[src/rtl/spmq_pkg.sv]
// spmq_pkg: shared types and codes for the stable min-first priority queue
// used by spmq_cell and stable_min_priority_queue; no dependencies
package spmq_pkg;

    localparam int KEY_W   = 32;
    localparam int DATA_W  = 32;
    localparam int COUNT_W = 7;

    localparam logic       OP_INSERT = 1'b0;
    localparam logic       OP_REMOVE = 1'b1;

    localparam logic [1:0] ST_DONE   = 2'd0;
    localparam logic [1:0] ST_FULL   = 2'd1;
    localparam logic [1:0] ST_EMPTY  = 2'd2;

    typedef struct packed {
        logic              op;
        logic [KEY_W-1:0]  key;
        logic [DATA_W-1:0] payload;
    } t_in_item;

    typedef struct packed {
        logic [1:0]         status;
        logic [KEY_W-1:0]   key_out;
        logic [DATA_W-1:0]  payload_out;
        logic [COUNT_W-1:0] entry_count;
    } t_out_item;

    // contents of one slot of the sorted chain
    typedef struct packed {
        logic              valid;
        logic [KEY_W-1:0]  key;
        logic [DATA_W-1:0] payload;
    } t_entry;

    // command broadcast to every cell in a cycle
    typedef struct packed {
        logic              ins;
        logic              rem;
        logic [KEY_W-1:0]  key;
        logic [DATA_W-1:0] payload;
    } t_cell_cmd;

endpackage

[src/rtl/spmq_cell.sv]
// spmq_cell: one slot of the sorted chain, compare against the new key and shift
// depends on spmq_pkg
module spmq_cell (
    input  logic               i_clk,
    input  logic               i_rst_n,
    input  spmq_pkg::t_cell_cmd i_cmd,
    input  spmq_pkg::t_entry   i_left,
    input  logic               i_left_after,
    input  spmq_pkg::t_entry   i_right,
    output spmq_pkg::t_entry   o_entry,
    output logic               o_after
);
    import spmq_pkg::*;

    logic              r_valid;
    logic [KEY_W-1:0]  r_key;
    logic [DATA_W-1:0] r_payload;
    t_entry            n_entry;

    // new key lands behind this slot, equal keys included so ties stay fifo
    assign o_after = r_valid && (r_key <= i_cmd.key);
    assign o_entry = '{valid: r_valid, key: r_key, payload: r_payload};

    always_comb begin
        n_entry = o_entry;
        if (i_cmd.ins) begin
            if (!o_after) begin
                if (i_left_after) begin
                    n_entry = '{valid: 1'b1, key: i_cmd.key, payload: i_cmd.payload};
                end else begin
                    n_entry = i_left;
                end
            end
        end else if (i_cmd.rem) begin
            n_entry = i_right;
        end
    end

    always_ff @(posedge i_clk) begin
        if (!i_rst_n) begin
            r_valid <= 1'b0;
        end else begin
            r_valid <= n_entry.valid;
        end
    end

    always_ff @(posedge i_clk) begin
        r_key     <= n_entry.key;
        r_payload <= n_entry.payload;
    end

endmodule

[config.mk]
export PLATFORM = sky130hd
export DESIGN_NAME = spmq_cell
export DESIGN_NICKNAME = d
export VERILOG_FILES = /design/src/rtl/spmq_pkg.sv /design/src/rtl/spmq_cell.sv
export SDC_FILE = /design/constraint.sdc
export NUM_CORES = 1
export LEC_CHECK = 0
export BUFFER_PORTS_ARGS = -buffer_cell sky130_fd_sc_hd__buf_2
export CAP_MARGIN = 20
export CELL_PAD_IN_SITES_DETAIL_PLACEMENT = 1
export CELL_PAD_IN_SITES_GLOBAL_PLACEMENT = 1
export CORE_MARGIN = 2
export CORE_UTILIZATION = 33
export DETAILED_ROUTE_END_ITERATION = 8
export PLACE_DENSITY_LB_ADDON = 0.1
export RECOVER_POWER = 100
export SYNTH_ARGS = -nofsm -noshare
export SYNTH_HDL_FRONTEND = slang
export SYNTH_SLANG_ARGS = --single-unit
[constraint.sdc]
create_clock -name i_clk -period 16.4 [get_ports i_clk]
set_clock_uncertainty 0.05 [all_clocks]
set_input_delay 2.46 -clock i_clk [delete_from_list [all_inputs] [get_ports i_clk]]
set_output_delay 2.46 -clock i_clk [all_outputs]
set_load 0.01 [all_outputs]
==> run_results.csv, run 1 <==
group,metric,value,unit
floorplan,start_util,0.340,
logic_synthesis,synth_ff_type,"edfxtp_1",
placement,dp_hpwl,10400,um
logic_synthesis,yosys.area.top_type,"edfxtp_1",
sta,post-route-period-util,0.463,
route,detail_route.first_pass.iterations,2,
final_layout,fill_cells,1493,
logic_synthesis,synthCells,399,
global_route,grt_overflow,0,
logic_synthesis,synth_top_cells_by_count,"a21oi_1 (76), nor2_1 (66), edfxtp_1 (64), mux2i_1 (64), inv_1 (33)",
sta,fin_setup_tns,0,ns
worst_hold_path,holdCritPathClass,"reg2reg",
worst_setup_path,critPathKind,"in2reg",
worst_setup_path,cp_max_fo,41,
route,drc_errors,0,
worst_hold_path,hold_end,"r_valid",
pwr,ir_worst_vdd,0.0363,mV
worst_setup_path,crit_path_start_kind,"input port",
global_route,grt.total_usage,0.193,
global_route,antenna_found_initial,0,
run_status,violations,"max-capacitance violations, max-slew violations",
final_layout,insertedDiodeCount,0,
sta,slew-limit-headroom,-2.05,
clocking,path_clk_slew,0.05,ns
worst_hold_path,whs_path_depth,2,
route,vias,3904,
final_layout,final_cell_area,0.00583,mm2
worst_setup_path,worstPathRequired,16.25,ns
sta,drv_slew,133,
floorplan,core,0.0121,mm2
floorplan,die_w,116,um
pwr,p_per_area,95.9,mW/mm2
worst_setup_path,r2r_start,"r_key[29]",
sta,worstMarginPinSlew,4.58,ns
logic_synthesis,ys_async_sr_fraction,0,
logic_synthesis,synth_top_family_by_area,"multiplexers",
placement,placed_area,0.00559,mm2
logic_synthesis,postSynthAreaPerCell,10.3,um2
sta,holdWs,0.706,ns
route,vias_per_cell,4.73,
worst_hold_path,hp-start,"r_valid",
worst_setup_path,r2r-end,"r_payload[1]",
worst_setup_path,reg2reg_depth,8,
clocking,cts_setup_buffers,0,
route,drt_wl_total,12900,um
placement,dp_slack,9.56,ns
logic_synthesis,yosysUniqueCellTypes,31,
final_layout,nets,884,
floorplan,pin_count,265,
route,wl_per_cell,15.7,um
clocking,hold_buffers,0,
sta,grt_setup_unrepaired,"no",
logic_synthesis,synth_fp_nets,630,
sta,timing.fmax,132,MHz
logic_synthesis,yosys.area_share.simple,0.0986,
clocking,ctsResizeCount,0,
worst_setup_path,ff2ff_setup_slack,10.71,ns
floorplan,rows,40,
sta,hold_viol_final,0,
placement,place.gp.congestion,0.765,
logic_synthesis,syn_area,0.00412,mm2
sta,setup_ws,8.81,ns
logic_synthesis,synth_compound_area_frac,0.122,
global_route,first_global_vias,4151,
clocking,cts-root-buf,"clkbuf_16",
route,final_antenna_net_count,0,
logic_synthesis,synth-adder-area-share,0.0971,
clocking,cts.sinks,65,
global_route,grt_pass1_wl,20000,um
clocking,cts_buffer_depth,2,
logic_synthesis,synth_edf_count,64,
logic_synthesis,synth-xor-area-share,0,
clocking,h-tree-depth,3,
final_layout,finish.utilization,0.481,
route,drtIter0Drc,61,
floorplan,die_area,0.0134,mm2
logic_synthesis,synth_mux_area_frac,0.158,
sta,final.min_clock_period,7.59,ns
clocking,clock_latency,0.32,ns
clocking,tritoncts,"built",
final_layout,drive_above_1_share,0.330,
sta,setup_viol,0,
worst_setup_path,endpoint_kind,"flip-flop",
job,drv_cap,3,
worst_setup_path,cp.arrival,7.43,ns
logic_synthesis,ys_seq_area_frac,0.471,
logic_synthesis,ys_ff_latch,65,
global_route,grt_max_degree,77,
logic_synthesis,post-synth-top-count-cell,"a21oi_1",
pwr,leakage,0.00279,uW
clocking,cts_buffers,9,
logic_synthesis,netlist_top_cells_area,"edfxtp_1 (47%), mux2i_1 (16%), ha_1 (9.7%)",
placement,port_buffers,264,
logic_synthesis,synth_warnings,0,
logic_synthesis,synth_top_area_frac,0.466,
run_status,status,"finished with violations",
final_layout,synthToLayoutAreaGrowth,41.3,%
floorplan,die_y,116,um
-- cell families (layout without fill, tap and decap cells) --
group	count (synthesis)	after routing
buf+inv	56	315
fa+ha+maj	32	32
simple gates	91	91
compound gates	90	90
flops	65	65
mux	65	65
-- per-layer routing --
layer / wire [um] / track usage / vias to the layer above
met3: 927 / 0.0476 / 15
met2: 6920 / 0.370 / 149
li1: - / - / 1960
met1: 4830 / 0.206 / 1780
met5: 0 / 0 / -
met4: 257 / 0.0643 / 0
-- worst max-delay path: stages --
cell      delay, ns
clkbuf_1       0.11
inv_1          0.06
ha_1           0.31
nand4_1        0.19
nor4_1         0.41
nand2b_1       0.12
nand2_2        0.08
a22oi_1        0.12
a21oi_1        1.81
clkbuf_1       1.74
-- where the power goes --
group	internal (uW)	switching (uW)	leakage, uW	total [uW]
logic	53.2	67.9	0.00198	121
clock network	148	72.4	0.000163	221
registers	209	8.23	0.000638	217
total	410	149	0.00279	559
-- sequential cells by signal (all words and copies together) (netlist names) --
register   count
r_key         32
r_payload     32
r_valid        1
-- cell usage in the layout (no fill, tap or decap), types with 2 or more instances in the layout --
master,count
buf_2,195
a21oi_1,76
clkbuf_1,69
nor2_1,66
mux2i_1,64
edfxtp_1,64
inv_1,33
ha_1,32
clkbuf_16,9
nand4_1,7
a21o_1,5
nand2_1,5
nand3_1,4
bufinv_16,3
a211oi_1,2
or4_1,2
nor4_1,2
clkinv_4,2
buf_4,2
-- through the flow --
step | power, uW | instances
floorplan | 285 | 399
global placement | 341 | 810
detailed placement | 345 | 810
CTS | 569 | 826
global route | 587 | 826
finish | 559 | 826
-- how the worst max path moves through the flow --
stage | startpoint | endpoint | cells after the start | slack, ns
4_1_cts | i_cmd[45] | o_after | 9 | 9.54
6_report | i_cmd[61] | r_payload[1] | 10 | 8.81
5_1_grt | i_cmd[61] | r_payload[1] | 10 | 8.12
3_5_place_dp | i_cmd[45] | o_after | 9 | 9.56
3_3_place_gp | i_cmd[45] | o_after | 9 | 9.63
2_1_floorplan | i_cmd[63] | r_key[0] | 8 | 9.15
-- layout make-up --
cell class	count	area (um2)	share of cell area
flip-flops and latches	65	1940	0.333
clock buffers	9	225	0.0387
repair buffers	266	1250	0.215
clock inverters	7	119	0.0204
multi-input cells	278	1960	0.336
inverters	33	124	0.0213
well taps	168	210	0.0361
Power figures use the tool's default switching activity.
==> inputs of run 2 (changes only) <==
--- a/config.mk
+++ b/config.mk
@@ -5,12 +5,13 @@
 export SDC_FILE = /design/constraint.sdc
 export NUM_CORES = 1
 export LEC_CHECK = 0
+export ABC_AREA = 1
 export BUFFER_PORTS_ARGS = -buffer_cell sky130_fd_sc_hd__buf_2
 export CAP_MARGIN = 20
 export CELL_PAD_IN_SITES_DETAIL_PLACEMENT = 1
 export CELL_PAD_IN_SITES_GLOBAL_PLACEMENT = 1
 export CORE_MARGIN = 2
-export CORE_UTILIZATION = 33
+export CORE_UTILIZATION = 27
 export DETAILED_ROUTE_END_ITERATION = 8
 export PLACE_DENSITY_LB_ADDON = 0.1
 export RECOVER_POWER = 100
==> constraint.sdc (replaced) <==
create_clock -name i_clk -period 6.2 [get_ports i_clk]
set_clock_uncertainty 0.05 [all_clocks]
set_input_delay 0.93 -clock i_clk [delete_from_list [all_inputs] [get_ports i_clk]]
set_output_delay 0.93 -clock i_clk [all_outputs]
set_load 0.01 [all_outputs]
==> run_results.csv, run 2 <==
group,metric,value,unit
sta,timing.fmax,233,MHz
pwr,p_per_area,242,mW/mm2
clocking,cts_buffer_depth,2,
pwr,total_power,1420,uW
route,vias,4369,
route,detail_route.first_pass.iterations,4,
worst_setup_path,cp_slowest_cell,"clkbuf_1",
floorplan,start_util,0.274,
placement,place.gp.congestion,0.788,
final_layout,nets,986,
run_status,violations,"max-capacitance violations, max-slew violations",
logic_synthesis,ys_ff_latch,65,
global_route,first_global_vias,4725,
clocking,cts-root-buf,"clkbuf_16",
final_layout,drive_above_1_share,0.299,
route,vias_per_cell,4.61,
final_layout,synthToLayoutAreaGrowth,41.4,%
clocking,hold_buffers,0,
final_layout,finish.utilization,0.387,
worst_setup_path,critPathBufInv,4,
clocking,clock_latency,0.33,ns
logic_synthesis,synthCells,503,
sta,drv_slew,66,
logic_synthesis,synth_top_cells_by_count,"nand2_1 (102), o21ai_0 (79), nor2_1 (71), edfxtp_1 (64), o21ai_1 (51)",
final_layout,top_regs,"r_key (32), r_payload (32), r_valid (1)",
worst_setup_path,critPathKind,"in2reg",
sta,worstMarginPinSlew,2.59,ns
worst_setup_path,crit_chain,"buf_2 > clkbuf_1 > inv_2 > buf_12 > nor2_1 > o21ai_0",
clocking,cts_buffers,9,
floorplan,die_w,128,um
logic_synthesis,synth_fp_nets,734,
route,drtIter0Drc,166,
route,drc_errors,0,
global_route,grt_max_degree,70,
run_status,status,"finished with violations",
logic_synthesis,synth_top_area_frac,0.465,
final_layout,insertedDiodeCount,0,
logic_synthesis,syn_area,0.00413,mm2
worst_setup_path,endpoint_kind,"flip-flop",
sta,setup_viol,0,
floorplan,rows,45,
floorplan,die_y,128,um
floorplan,pin_count,265,
global_route,grt.total_usage,0.187,
logic_synthesis,synth_warnings,0,
clocking,cts.sinks,65,
clocking,cts_setup_buffers,0,
final_layout,final_cell_area,0.00585,mm2
clocking,tritoncts,"built",
worst_hold_path,holdCritPathClass,"reg2reg",
sta,fin_setup_tns,0,ns
logic_synthesis,synth_ff_type,"edfxtp_1",
sta,hold_viol_final,0,
global_route,antenna_found_initial,1,
placement,port_buffers,264,
logic_synthesis,ys_seq_area_frac,0.470,
logic_synthesis,netlist_top_cells_area,"edfxtp_1 (46%), ha_1 (9.7%), o21ai_0 (9.6%)",
placement,dp_hpwl,11800,um
job,drv_cap,1,
worst_setup_path,crit_path_start_kind,"input port",
logic_synthesis,post-synth-top-count-cell,"nand2_1",
clocking,h-tree-depth,3,
final_layout,mostFrequentLayoutCells,"buf_2 (197), o21ai_0 (127), nand2_1 (102)",
worst_setup_path,cp_top_family,"buffers and inverters",
logic_synthesis,ys_async_sr_fraction,0,
pwr,leakage,0.00276,uW
global_route,grt_pass1_wl,23500,um
worst_setup_path,worstPathRequired,6.21,ns
route,wl_per_cell,16.0,um
final_layout,final_common_cell,"buf_2",
sta,final.min_clock_period,4.28,ns
floorplan,die_area,0.0163,mm2
logic_synthesis,synth_edf_count,64,
floorplan,core,0.0151,mm2
global_route,grt_overflow,0,
route,drt_wl_total,15200,um
logic_synthesis,postSynthAreaPerCell,8.22,um2
placement,placed_area,0.00563,mm2
sta,slew-limit-headroom,-0.724,
worst_setup_path,cp.arrival,4.29,ns
route,final_antenna_net_count,0,
worst_setup_path,cp_max_fo,65,
clocking,path_clk_slew,0.05,ns
logic_synthesis,yosysUniqueCellTypes,26,
worst_setup_path,critPathMaxStageDelay,1.83,ns
sta,grt_setup_unrepaired,"no",
sta,post-route-period-util,0.691,
logic_synthesis,yosys.area.top_type,"edfxtp_1",
pwr,ir_worst_vdd,0.112,mV
clocking,ctsResizeCount,0,
==> run 2: metrics by stage <==
stage	setup WS [ns]	hold slack, ns	std cells
6_report	1.92	0.567	948
2_1_floorplan	2.37	0.510	503
3_5_place_dp	2.35	0.572	932
3_3_place_gp	2.41	0.539	930
5_1_grt	1.45	0.634	948
4_1_cts	2.69	0.583	948
==> run 2: worst register-to-register path, cell delays in order, from the launching register on <==
cell and delay, ns:
edfxtp_1 0.44, ha_1 0.33, nand2_1 0.08, nor2_2 0.12
nand2_1 0.09, nor2_2 0.14, nand2_1 0.06, nand2_1 0.05
nand2_1 0.06, nand3_1 0.12, and2_2 0.79, clkbuf_1 1.15
==> run 2: report_power, final <==
part	leakage (uW)	switching [uW]	total (uW)	internal [uW]
Sequential	0.000660	22.1	571	548
Clock	0.000152	185	535	350
Combinational	0.00195	189	311	123
==> run 2: final cells by class <==
type                    count  area (um2)
fillers                  1946        9240
flip-flops and latches     65        1940
multi-input cells         367        1900
repair buffers            269        1290
well taps                 188         235
clock buffers              10         229
inverters                  43         161
clock inverters             6        82.6
==> run 2: kinds of logic after synthesis <==
family / synth area share
buffers and inverters: 0.0687
adders and majority gates: 0.0969
and+or+nand+nor: 0.185
AOI/OAI and AO/OA: 0.180
DFF: 0.470
==> run 2: worst paths after layout <==
check                                   from            end  slack [ns]  depth (start not counted)
worst max register to register     r_key[31]  r_payload[29]        2.31                         11
worst min-delay path                 r_valid        r_valid        0.57                          3
worst min register to register       r_valid        r_valid        0.57                          3
worst max-delay path            i_left_after      r_key[19]        1.92                          6
==> run 2: per-layer routing <==
metal,global-route usage,share of wire,up-vias
li1,-,-,2207
met1,0.205,0.39,1967
met2,0.340,0.50,169
met3,0.0593,0.082,24
met4,0.0672,0.023,2
met5,0,0.00086,-
==> inputs of run 3 (changes only) <==
--- a/config.mk
+++ b/config.mk
@@ -5,13 +5,13 @@
 export SDC_FILE = /design/constraint.sdc
 export NUM_CORES = 1
 export LEC_CHECK = 0
-export ABC_AREA = 1
+export ABC_AREA = 0
 export BUFFER_PORTS_ARGS = -buffer_cell sky130_fd_sc_hd__buf_2
 export CAP_MARGIN = 20
 export CELL_PAD_IN_SITES_DETAIL_PLACEMENT = 1
 export CELL_PAD_IN_SITES_GLOBAL_PLACEMENT = 1
 export CORE_MARGIN = 2
-export CORE_UTILIZATION = 27
+export CORE_UTILIZATION = 31
 export DETAILED_ROUTE_END_ITERATION = 8
 export PLACE_DENSITY_LB_ADDON = 0.1
 export RECOVER_POWER = 100
==> constraint.sdc (replaced) <==
create_clock -name i_clk -period 4.3 [get_ports i_clk]
set_clock_uncertainty 0.05 [all_clocks]
set_input_delay 0.645 -clock i_clk [delete_from_list [all_inputs] [get_ports i_clk]]
set_output_delay 0.645 -clock i_clk [all_outputs]
set_load 0.01 [all_outputs]
==> run_results.csv, run 3 (synthesis gave the netlist of run 1 again) <==
group,metric,value,unit
clocking,cts_buffers,9,
pwr,internal_power,1550,uW
global_route,grt.total_usage,0.187,
final_layout,seqCellArea,0.00194,mm2
run_status,status,"finished with violations",
sta,worstMarginPinSlew,1.91,ns
worst_setup_path,critPathKind,"in2out",
route,drc_errors,0,
worst_setup_path,cp_max_fo,3,
worst_setup_path,cp.arrival,2.66,ns
route,vias_per_cell,4.72,
placement,dpl.cell_count,819,
final_layout,drive_above_1_share,0.334,
pwr,p_comb_frac,0.218,
floorplan,die_y,119,um
clocking,ctsResizeCount,0,
clocking,cts-root-buf,"clkbuf_16",
clocking,h-tree-depth,3,
pwr,p_per_area,361,mW/mm2
worst_setup_path,worstPathRequired,3.61,ns
floorplan,die_area,0.0142,mm2
pwr,leakage,0.00281,uW
clocking,clock_latency,0.33,ns
clocking,cts.sinks,65,
pwr,p_sw_frac,0.267,
sta,final.min_clock_period,3.35,ns
global_route,grt_max_degree,72,
final_layout,fill_cells,1605,
clocking,hold_buffers,0,
sta,slew-limit-headroom,-0.276,
floorplan,start_util,0.314,
run_status,violations,"max-capacitance violations, max-slew violations",
floorplan,rows,42,
pwr,clockPowerShare,0.392,
sta,post-route-period-util,0.780,
pwr,power_frac_seq,0.390,
sta,timing.fmax,298,MHz
sta,holdWs,0.527,ns
route,vias,3944,
worst_hold_path,holdCritPathClass,"in2reg",
global_route,grt_pass1_wl,20700,um
job,drv_cap,1,
final_layout,insertedDiodeCount,0,
sta,hold_viol_final,0,
placement,dp_hpwl,10500,um
final_layout,fin_cells,835,
global_route,grt_overflow,0,
worst_setup_path,endpoint_kind,"output port",
pwr,ir_worst_vdd,0.154,mV
pwr,total_power,2120,uW
clocking,cts_buffer_depth,2,
sta,grt_setup_unrepaired,"no",
global_route,first_global_vias,4121,
floorplan,pin_count,265,
placement,port_buffers,264,
clocking,path_clk_slew,0.05,ns
route,drtIter0Drc,88,
worst_setup_path,crit_path_start_kind,"input port",
sta,fin_setup_tns,0,ns
final_layout,multiInputGateArea,0.00197,mm2
pwr,switching_power,566,uW
floorplan,die_w,119,um
route,wl_per_cell,16.1,um
placement,dp_slack,1.06,ns
final_layout,final_common_cell,"buf_2",
floorplan,core,0.0131,mm2
final_layout,top_regs,"r_key (32), r_payload (32), r_valid (1)",
sta,setup_ws,0.948,ns
global_route,antenna_found_initial,0,
clocking,tritoncts,"built",
placement,place.gp.congestion,0.780,
route,drt_wl_total,13400,um
route,final_antenna_net_count,0,
clocking,cts_setup_buffers,0,
sta,setup_viol,0,
final_layout,mostFrequentLayoutCells,"buf_2 (195), a21oi_1 (75), clkbuf_1 (68)",
final_layout,synthToLayoutAreaGrowth,42.4,%
sta,drv_slew,25,
final_layout,nets,886,
route,detail_route.first_pass.iterations,3,
run 3: power groups by stage:
stage               logic, uW  registers [uW]  clock network (uW)
floorplan                 213             872                   0
global placement          475             832                   0
detailed placement        487             835                   0
CTS                       491             823                 851
global route              517             834                 878
finish                    462             825                 830
run 3: routing by layer:
layer	track usage	up-vias	wire (um)
li1	-	1965	-
met1	0.210	1811	5270
met2	0.343	152	6940
met3	0.0532	16	935
met4	0.0551	0	270
met5	0	-	0
run 3: through the flow:
| stage | util | instance area (um2) |
|---|---|---|
| 6_report | 0.447 | 5870 |
| 5_1_grt | 0.447 | 5870 |
| 4_1_cts | 0.452 | 5940 |
| 3_5_place_dp | 0.427 | 5610 |
| 3_3_place_gp | 0.427 | 5610 |
| 2_1_floorplan | - | 4130 |
run 3: worst max-delay path, cell delays in order:
cell	delay (ns)
buf_2	0.09
inv_1	0.04
ha_1	0.31
nor2b_4	0.14
o211ai_2	0.16
a2111oi_1	0.10
or4_1	0.49
a22oi_1	0.45
clkbuf_1	0.23
run 3: layout make-up:
| class | instances | area share |
|---|---|---|
| tap | 176 | 0.0375 |
| clock inverter | 6 | 0.0183 |
| timing repair buffer | 268 | 0.219 |
| clock buffer | 9 | 0.0384 |
| multi-input combinational | 278 | 0.335 |
| inverter | 33 | 0.0211 |
| sequential | 65 | 0.331 |
run 3: worst paths after layout:
path | from | to | slack, ns | depth (start not counted)
hold reg to reg | r_valid | r_valid | 0.73 | 2
hold / removal | i_rst_n | r_valid | 0.53 | 2
setup reg to reg | r_key[29] | r_payload[21] | 1.03 | 8
setup / recovery | i_cmd[33] | o_after | 0.95 | 9
